$ cat src/rtl/core/fccm_pkg.sv
// Shared types, codes and constants of the FAT cluster chain manager.
package fccm_pkg;

  // Field widths of the request and result items.
  localparam int ENTRY_W   = 32;
  localparam int CLUSTER_W = 12;
  localparam int LINK_W    = 28;
  localparam int TOP_W     = ENTRY_W - LINK_W;
  localparam int USE_W     = 13;

  // Default table depth.
  localparam int FAT_ENTRIES_DEF = 4096;

  // End-of-chain marks and the first data cluster.
  localparam logic [LINK_W-1:0] EOC32      = 28'hFFFFFF8;
  localparam logic [LINK_W-1:0] EOC16      = 28'h000FFF8;
  localparam int                FIRST_DATA = 2;

  // Reset values of the configuration registers.
  localparam logic             FAT_IS_32_RST      = 1'b1;
  localparam logic [USE_W-1:0] ENTRIES_IN_USE_RST = 13'd4096;

  typedef enum logic [1:0] {
    REQ_LOAD  = 2'd0,
    REQ_READ  = 2'd1,
    REQ_ALLOC = 2'd2,
    REQ_FREE  = 2'd3
  } req_t;

  typedef enum logic [1:0] {
    ST_OK    = 2'd0,
    ST_NONE  = 2'd1,
    ST_RANGE = 2'd2
  } status_t;

  typedef enum logic {
    CFG_FAT_IS_32      = 1'b0,
    CFG_ENTRIES_IN_USE = 1'b1
  } cfg_idx_t;

  // Decoded view of one table entry.
  typedef struct packed {
    logic [LINK_W-1:0] link;
    logic              eoc;
    logic              free;
    logic              match;
  } link_info_t;

  // Build an entry word that holds a new link, keeping the top bits in 32-bit mode.
  function automatic logic [ENTRY_W-1:0] mk_entry(input logic             is32,
                                                  input logic [TOP_W-1:0]  top,
                                                  input logic [LINK_W-1:0] link);
    logic [ENTRY_W-1:0] w;
    if (is32) begin
      w = {top, link};
    end else begin
      w = {16'd0, link[15:0]};
    end
    return w;
  endfunction

endpackage

$ cat src/rtl/core/fccm_link_unit.sv
// Shared link decoder: extracts the link of an entry and compares it.
module fccm_link_unit (
  input  logic                         is32,
  input  logic [fccm_pkg::ENTRY_W-1:0] raw,
  input  logic [fccm_pkg::LINK_W-1:0]  target,
  output fccm_pkg::link_info_t         info
);
  import fccm_pkg::*;

  logic [LINK_W-1:0] link;

  // Link field depends on the entry format.
  assign link = is32 ? raw[LINK_W-1:0] : {{(LINK_W-16){1'b0}}, raw[15:0]};

  // End of chain, free entry and match against the searched cluster.
  always_comb begin
    info.link  = link;
    info.eoc   = is32 ? (link >= EOC32) : (link >= EOC16);
    info.free  = (link == '0);
    info.match = (link == target);
  end

endmodule

$ cat config.mk
export PLATFORM = sky130hd
export DESIGN_NAME = fccm_link_unit
export DESIGN_NICKNAME = d
export VERILOG_FILES = /design/src/rtl/core/fccm_pkg.sv /design/src/rtl/core/fccm_link_unit.sv
export SDC_FILE = /design/constraint.sdc
export NUM_CORES = 1
export LEC_CHECK = 0
export CORE_MARGIN = 8
export CORE_UTILIZATION = 25
export DETAILED_ROUTE_END_ITERATION = 12
export DONT_BUFFER_PORTS = 1
export GPL_TIMING_DRIVEN = 0
export PLACE_DENSITY = 0.37
export SYNTH_ARGS = -nofsm -noshare
export SYNTH_HDL_FRONTEND = slang
export SYNTH_SLANG_ARGS = --single-unit
$ cat constraint.sdc
create_clock -name vclk -period 1.6
set_input_delay 0 -clock vclk [all_inputs]
set_output_delay 0 -clock vclk [all_outputs]
set_load 0.05 [all_outputs]
# Word-level counts from Yosys, hierarchy flattened

Index checks and enable logic that the tools add are counted.

Register bits after elaboration: 0
Input bits: 61
Output and inout bits: 31
Word-level logic and storage cells: 6

$lt $le $gt $ge: 2
Equality and inequality tests: 1
Multiplexer cells: 2
Reduce and logical (&&, ||, !) cells: 1

Operators with widths:

| kind                                                                                   | number |
|---|---|
| 28-bit == test                                                                         | 1 |
| 28-bit by 16-bit greater-or-equal comparator with 1-bit output (second input constant) | 1 |
| 28-bit greater-or-equal comparator (second input constant)                             | 1 |
| 28-bit logical NOT                                                                     | 1 |
| 28-bit two-way mux                                                                     | 1 |
| 1-bit two-way mux                                                                      | 1 |

# Longest topological paths before layout

Gate-level depths: netlist (run 1).

Depth in word-level cells: 3
Gate-level depth with buffers: 6

# Worst setup path before layout (run 1)

Ideal clock, no wire load.

Path kind: input to output
Start point: input is32
End point: output info[1] in the netlist's numbering
Arrival time: 2196 ps
Path slack: -596 ps
Stages on the path: 4
Buffers on the path: 1
Cells stage by stage: buf_2 -> and2_1 -> or4_1 -> a211oi_1

RTL lines:

| what            | RTL line            | text |
|---|---|---|
| start, declared | fccm_link_unit.sv:3 | `input logic is32,` |
| end, declared   | fccm_link_unit.sv:6 | `output fccm_pkg::link_info_t info` |

==> flow_metrics.tcl, run 1 <==
set metrics [dict create \
    grt_max_degree 11 \
    cp_max_fo 3 \
    rsz0062_at_grt "true" \
    final-hold-violation-count 0 \
    power_leakage_uw 0.0002922 \
    drt-total-wl_um 2977 \
    antenna_cells 0 \
    critPathLaunchType "primary input" \
    overflow 0 \
    pre_cts_ws_ns -0.2047 \
    start_util_pct 26.50 \
    p_seq_share_pct 0 \
    vias 795 \
    routed_via_density 5.719 \
    drc 0 \
    portBuffers 0 \
    dieHeight_um 70.30 \
    end_kind "primary output" \
    worstMarginPinSlew_ns 0.7417 \
    timing.final.crit_period_ns 1.785 \
    placementRows 19 \
    grtUsageTotal_pct 10.40 \
    dp.final_hpwl_um 2745 \
    p_switching_uw 198.7 \
    synth_seq_area_share_pct 0 \
    max_freq_mhz 560.2 \
    worstPathArrival_ns 1.79 \
    slew_viol_final 0 \
    seq_cells 0 \
    comb_power_share_pct 100.0 \
    p_per_area_nw_per_um2 359.0 \
    avgSynthCellArea_um2 6.824 \
    fill_cells 323 \
    layout.cells.non_filler 139 \
    setup_viol 1 \
    dieArea_um2 4941 \
    num_io_pins 92 \
    grt_pass1_vias 857 \
    core_area_um2 2781 \
    layout_common_cells "16 x xnor2_1, 16 x buf_4, 8 x and2_1, 8 x inv_1, 8 x nand4_1" \
    synth_cells 108 \
    final.clkbuf_count 0 \
    timing.slew.headroom_pct 50.18 \
    p_int_uw 99.99 \
    violations "setup timing" \
    vdd_drop_max_uv 158.7 \
    fin_nets 171 \
    first_iter_violations 54 \
    finalCritPeriodShare_pct 111.6 \
    wire_per_inst_um 21.42 \
    syn_to_final_growth_pct 12.90 \
    die_x_um 70.30 \
    swShare_pct 66.52 \
    synth_fp_nets 169 \
    ys_types 26 \
    post-route-util_pct 29.91 \
    grt_pass1_wl_um 4478 \
    path_class "primary input to primary output" \
    syn_area_um2 737.0 \
    min_path_type "primary input to primary output" \
    antenna_found_initial 0 \
    setup_ws_ns -0.1850 \
    drt-pass1-iter-count 4 \
    critPathRequiredTime_ns 1.60 \
    hold_buffers 0 \
    gp_congestion 0.8039 \
    pwr-share-clk_pct 0 \
    outcome "complete, but fails checks" \
    ant_nets 0 \
    max_cap_viol_count 0 \
    regArea_um2 0 \
    layout-drive-gt1-share_pct 25.93 \
    ys_warn_count 0 \
    dp_cells 139 \
]
==> power by group through the flow <==
stage               clock (uW)  sequential [uW]  combinational (uW)
floorplan                    0                0                 267
global placement             0                0                 292
detailed placement           0                0                 293
CTS                          0                0                 293
global route                 0                0                 316
finish                       0                0                 299
==> layout make-up <==
class,count,area (um2),area share (%)
multi-input combinational,81,620.6,74.59
tap,31,38.79,4.662
inverter,9,37.54,4.511
buffer,18,135.1,16.24
==> metal layers <==
| layer | up-vias | GRT usage, % | wire length [um] |
|---|---|---|---|
| met5 | - | 0 | 0 |
| met2 | 48 | 17.91 | 1465 |
| met3 | 0 | 3.814 | 341 |
| li1 | 386 | - | - |
| met1 | 361 | 12.64 | 1169 |
| met4 | 0 | 0 | 0 |
==> cells by family (layout without fill, tap and decap cells) <==
logic type             count (synthesis)  in the layout  share of synthesized area, %
AO/OA/AOI/OAI                         20             20                         19.69
AND/OR/NAND/NOR                       42             42                         35.65
buffers and inverters                 27             27                         22.07
XOR/XNOR                              19             19                         22.58
==> Yosys cell counts, drive strengths merged, types with 2 or more instances <==
cell type | number | share of area, %
inv | 9 | 4.6
o22ai | 2 | 1.7
a31o | 2 | 2.4
or4 | 5 | 5.1
a211oi | 2 | 2.0
and2 | 10 | 8.5
a221oi | 2 | 2.4
nand4 | 8 | 6.8
nor2 | 2 | 1.0
a22oi | 3 | 3.1
xor2 | 3 | 3.6
buf | 17 | 17
a21oi | 2 | 1.4
nand3 | 2 | 1.4
nor4bb | 2 | 2.7
nor4 | 8 | 7.6
o21ai | 3 | 2.0
xnor2 | 16 | 19
nand2 | 5 | 2.5
==> final timing paths <==
check / startpoint / endpoint / slack, ns / depth (start not counted)
max: target[20] / info[0] / -0.19 / 4
min: raw[15] / info[18] / 0.17 / 1
==> metrics by stage <==
stage	area [um2]	hold slack (ns)	TNS, ns	power [uW]
final	832.0	0.1687	-0.1850	298.7
after global placement	797.0	0.1703	-0.4364	291.9
after floorplan	758.2	0.1671	-0.1164	267.2
after detailed placement	797.0	0.1695	-0.4270	292.5
after global routing	832.0	0.1696	-0.2416	316.0
after CTS	800.8	0.1696	-0.2948	292.9
==> worst max-delay path: stages <==
cell and delay [ns]:
or4_1 0.49, or4_1 0.41, a211o_1 0.31, nor4_4 0.57
==> repair_timing <==
item                                    4_1_cts  5_1_grt
buffers inserted                              0        0
pin swaps                                     1        3
resized for setup                             1       11
endpoints found under the setup margin        3        2
(Power assumes the default switching activity.)
==> run 2: changes to the inputs <==
--- a/config.mk
+++ b/config.mk
@@ -11,6 +11,7 @@
 export DONT_BUFFER_PORTS = 1
 export GPL_TIMING_DRIVEN = 0
 export PLACE_DENSITY = 0.37
+export RECOVER_POWER = 25
 export SYNTH_ARGS = -nofsm -noshare
 export SYNTH_HDL_FRONTEND = slang
 export SYNTH_SLANG_ARGS = --single-unit
==> flow_metrics.tcl, run 2 (synthesis gave the netlist of run 1 again) <==
set metrics [dict create \
    outcome "complete, but fails checks" \
    violations "setup timing" \
    max_stage_delay_ns 0.57 \
    worstMarginPinSlew_ns 0.7417 \
    regArea_um2 0 \
    antenna_found_initial 0 \
    setup_ws_ns -0.1848 \
    seq_cells 0 \
    placementRows 19 \
    crit_family "simple AND/OR/NAND/NOR gates" \
    finalCritPeriodShare_pct 111.6 \
    grt_pass1_wl_um 4478 \
    drt-total-wl_um 2970 \
    max_cap_viol_count 0 \
    die_x_um 70.30 \
    cp.depth 4 \
    final-hold-violation-count 0 \
    crit_path_cell_trace "or4_1, or4_1, a211o_1, nor4_4" \
    start_util_pct 26.50 \
    vdd_drop_max_uv 157.0 \
    max_freq_mhz 560.3 \
    core_area_um2 2781 \
    final_common_cell "xnor2_1" \
    grtUsageTotal_pct 10.40 \
    setup_viol 1 \
    critPathLaunchType "primary input" \
    final.clkbuf_count 0 \
    holdPathStages 1 \
    min_path_type "primary input to primary output" \
    dieArea_um2 4941 \
    drc 0 \
    dp.final_hpwl_um 2745 \
    worstPathArrival_ns 1.78 \
    grt_pass1_vias 857 \
    routed_via_density 5.719 \
    antenna_cells 0 \
    grt_max_degree 11 \
    drt-pass1-iter-count 4 \
    critPathRequiredTime_ns 1.60 \
    cp_max_fo 3 \
    rsz0062_at_grt "true" \
    holdWs_ns 0.1687 \
    syn_to_final_growth_pct 9.338 \
    first_iter_violations 44 \
    cp_common_cell "or4_1" \
    num_io_pins 92 \
    slowest_stage "nor4_4" \
    gp_congestion 0.8039 \
    vias 795 \
    p_per_area_nw_per_um2 360.4 \
    layout.cells.non_filler 139 \
    hold_buffers 0 \
    path_buf_inv 0 \
    wire_per_inst_um 21.37 \
    dieHeight_um 70.30 \
    fill_cells 328 \
    power_leakage_uw 0.0002669 \
    min_to "info[11]" \
    min-delay-start "raw[8]" \
    fin_nets 171 \
    timing.final.crit_period_ns 1.785 \
    ant_nets 0 \
    slew_viol_final 0 \
    timing.slew.headroom_pct 50.18 \
    layout_common_cells "16 x xnor2_1, 9 x buf_4" \
    dp_cells 139 \
    portBuffers 0 \
    path_class "primary input to primary output" \
    overflow 0 \
    layout-drive-gt1-share_pct 19.44 \
    end_kind "primary output" \
]
[run 2: area by class of cell]
| type | count | area, um2 | area share [%] |
|---|---|---|---|
| Buffer | 18 | 108.9 | 13.51 |
| Inverter | 9 | 37.54 | 4.658 |
| Multi-Input combinational cell | 81 | 620.6 | 77.02 |
| Tap cell | 31 | 38.79 | 4.814 |
[run 2: repair_timing]
item	CTS	global route
resized for setup	1	11
pin swaps	1	3
buffers inserted	0	0
setup endpoints to repair	3	2
[run 2: how the worst max path moves through the flow]
stage	slack [ns]	startpoint	endpoint
after detailed placement	-0.20	is32	info[0]
final	-0.18	target[20]	info[0]
after floorplan	-0.12	target[20]	info[0]
after CTS	-0.20	is32	info[0]
after global placement	-0.21	target[20]	info[0]
after global routing	-0.24	target[20]	info[0]
[run 2: metrics by stage]
stage | total power, uW | area, um2 | TNS, ns | utilization [%] | worst slack [ns]
after floorplan | 267.2 | 758.2 | -0.1164 | - | -0.1164
after global placement | 291.9 | 797.0 | -0.4364 | 28.66 | -0.2092
after detailed placement | 292.5 | 797.0 | -0.4270 | 28.66 | -0.2047
after CTS | 292.9 | 800.8 | -0.2948 | 28.79 | -0.2043
after global routing | 308.1 | 805.8 | -0.2416 | 28.97 | -0.2416
final | 290.4 | 805.8 | -0.1848 | 28.97 | -0.1848
[run 2: per-layer routing]
| metal | GRT usage, % | wire length, um | vias to the layer above |
|---|---|---|---|
| met2 | 17.91 | 1468 | 48 |
| met1 | 12.64 | 1147 | 361 |
| met4 | 0 | 0 | 0 |
| li1 | - | - | 386 |
| met3 | 3.814 | 354 | 0 |
| met5 | 0 | 0 | - |
[run 2: power breakdown]
group	internal, uW	switching [uW]	total (uW)
Sequential	0	0	0
Clock	0	0	0
Combinational	91.8	199	290
Total	91.8	199	290
==> run 3: changes to the inputs <==
--- a/config.mk
+++ b/config.mk
@@ -12,6 +12,7 @@
 export GPL_TIMING_DRIVEN = 0
 export PLACE_DENSITY = 0.37
 export RECOVER_POWER = 25
+export SKIP_LAST_GASP = 1
 export SYNTH_ARGS = -nofsm -noshare
 export SYNTH_HDL_FRONTEND = slang
 export SYNTH_SLANG_ARGS = --single-unit
==> flow_metrics.tcl, run 3 (synthesis gave the netlist of run 1 again) <==
set metrics [dict create \
    max_freq_mhz 561.2 \
    vdd_drop_max_uv 156.9 \
    path_buf_inv 0 \
    regArea_um2 0 \
    drt-total-wl_um 2977 \
    crit_family "simple AND/OR/NAND/NOR gates" \
    dieHeight_um 70.30 \
    power_leakage_uw 0.0002638 \
    vias 795 \
    multiInputGateArea_um2 614.3 \
    max_cap_viol_count 0 \
    slowest_stage "nor4_4" \
    setup_ws_ns -0.1818 \
    path_class "primary input to primary output" \
    seq_cells 0 \
    dp.final_hpwl_um 2745 \
    overflow 0 \
    syn_to_final_growth_pct 8.489 \
    core_area_um2 2781 \
    antenna_cells 0 \
    final-hold-violation-count 0 \
    post_cts_buffers 0 \
    drt-pass1-iter-count 4 \
    cp_max_fo 3 \
    grt_pass1_wl_um 4478 \
    num_io_pins 92 \
    timing.final.crit_period_ns 1.782 \
    layout_common_cells "16 x xnor2_1, 9 x buf_4" \
    wire_per_inst_um 21.42 \
    cp_common_cell "or4_1" \
    placementRows 19 \
    fill_cells 327 \
    max_stage_delay_ns 0.57 \
    rsz0062_at_grt "true" \
    antenna_found_initial 0 \
    p_per_area_nw_per_um2 360.1 \
    portBuffers 0 \
    ant_nets 0 \
    outcome "complete, but fails checks" \
    crit_path_cell_trace "or4_1, or4_1, a211o_1, nor4_4" \
    critPathRequiredTime_ns 1.60 \
    grt_pass1_vias 857 \
    routed_via_density 5.719 \
    grt_max_degree 11 \
    grtUsageTotal_pct 10.40 \
    layout-drive-gt1-share_pct 18.52 \
    final.clkbuf_count 0 \
    gp_congestion 0.8039 \
    final_common_cell "xnor2_1" \
    drc 0 \
    violations "setup timing" \
    end_kind "primary output" \
    die_x_um 70.30 \
    worstPathArrival_ns 1.78 \
    fin_nets 171 \
    worstMarginPinSlew_ns 0.7413 \
    min_path_type "primary input to primary output" \
    pre_cts_ws_ns -0.2047 \
    slew_viol_final 0 \
    timing.slew.headroom_pct 50.21 \
    critPathLaunchType "primary input" \
    setup_viol 1 \
    dieArea_um2 4941 \
    first_iter_violations 37 \
    hold_buffers 0 \
    post-route-util_pct 28.74 \
    finalCritPeriodShare_pct 111.4 \
    start_util_pct 26.50 \
]
run 3: cell types whose count changed in the layout (fill, tap and decap cells not counted):
| cell | before | now |
|---|---|---|
| a221oi_1 | 1 | 2 |
| a221oi_2 | 1 | 0 |
run 3: worst paths after layout:
kind,startpoint,end,slack [ns],cells after the start
max,target[20],info[0],-0.18,4
min,raw[8],info[11],0.17,1
run 3: repair_timing:
item	in CTS	in global routing
resized for setup	1	10
pin swaps	1	3
setup endpoints to repair	3	2
run 3: layout make-up:
type	count	area share [%]
plain buffers	18	13.61
inverters	9	4.695
multi-input cells	81	76.84
well taps	31	4.851
run 3: routing by layer:
metal  track usage, %  part of all wire [%]  vias up
li1                 -                     -      384
met1            12.64                    38      364
met2            17.91                    49       47
met3            3.814                    13        0
met4                0                     0        0
met5                0                     0        -
run 3: report_power, final:
group	internal (uW)	switching, uW
clock	0	0
sequential	0	0
combinational	91.1	197
total	91.1	197
run 3: per-stage QoR:
| stage | instance area, um2 | hold slack (ns) | setup TNS (ns) | power [uW] | std cells |
|---|---|---|---|---|---|
| after global placement | 797.0 | 0.1703 | -0.4364 | 291.9 | 139 |
| after floorplan | 758.2 | 0.1671 | -0.1164 | 267.2 | 108 |
| final | 799.5 | 0.1687 | -0.1818 | 287.9 | 139 |
| after global routing | 799.5 | 0.1704 | -0.2485 | 305.9 | 139 |
| after CTS | 800.8 | 0.1696 | -0.2948 | 292.9 | 139 |
| after detailed placement | 797.0 | 0.1695 | -0.4270 | 292.5 | 139 |
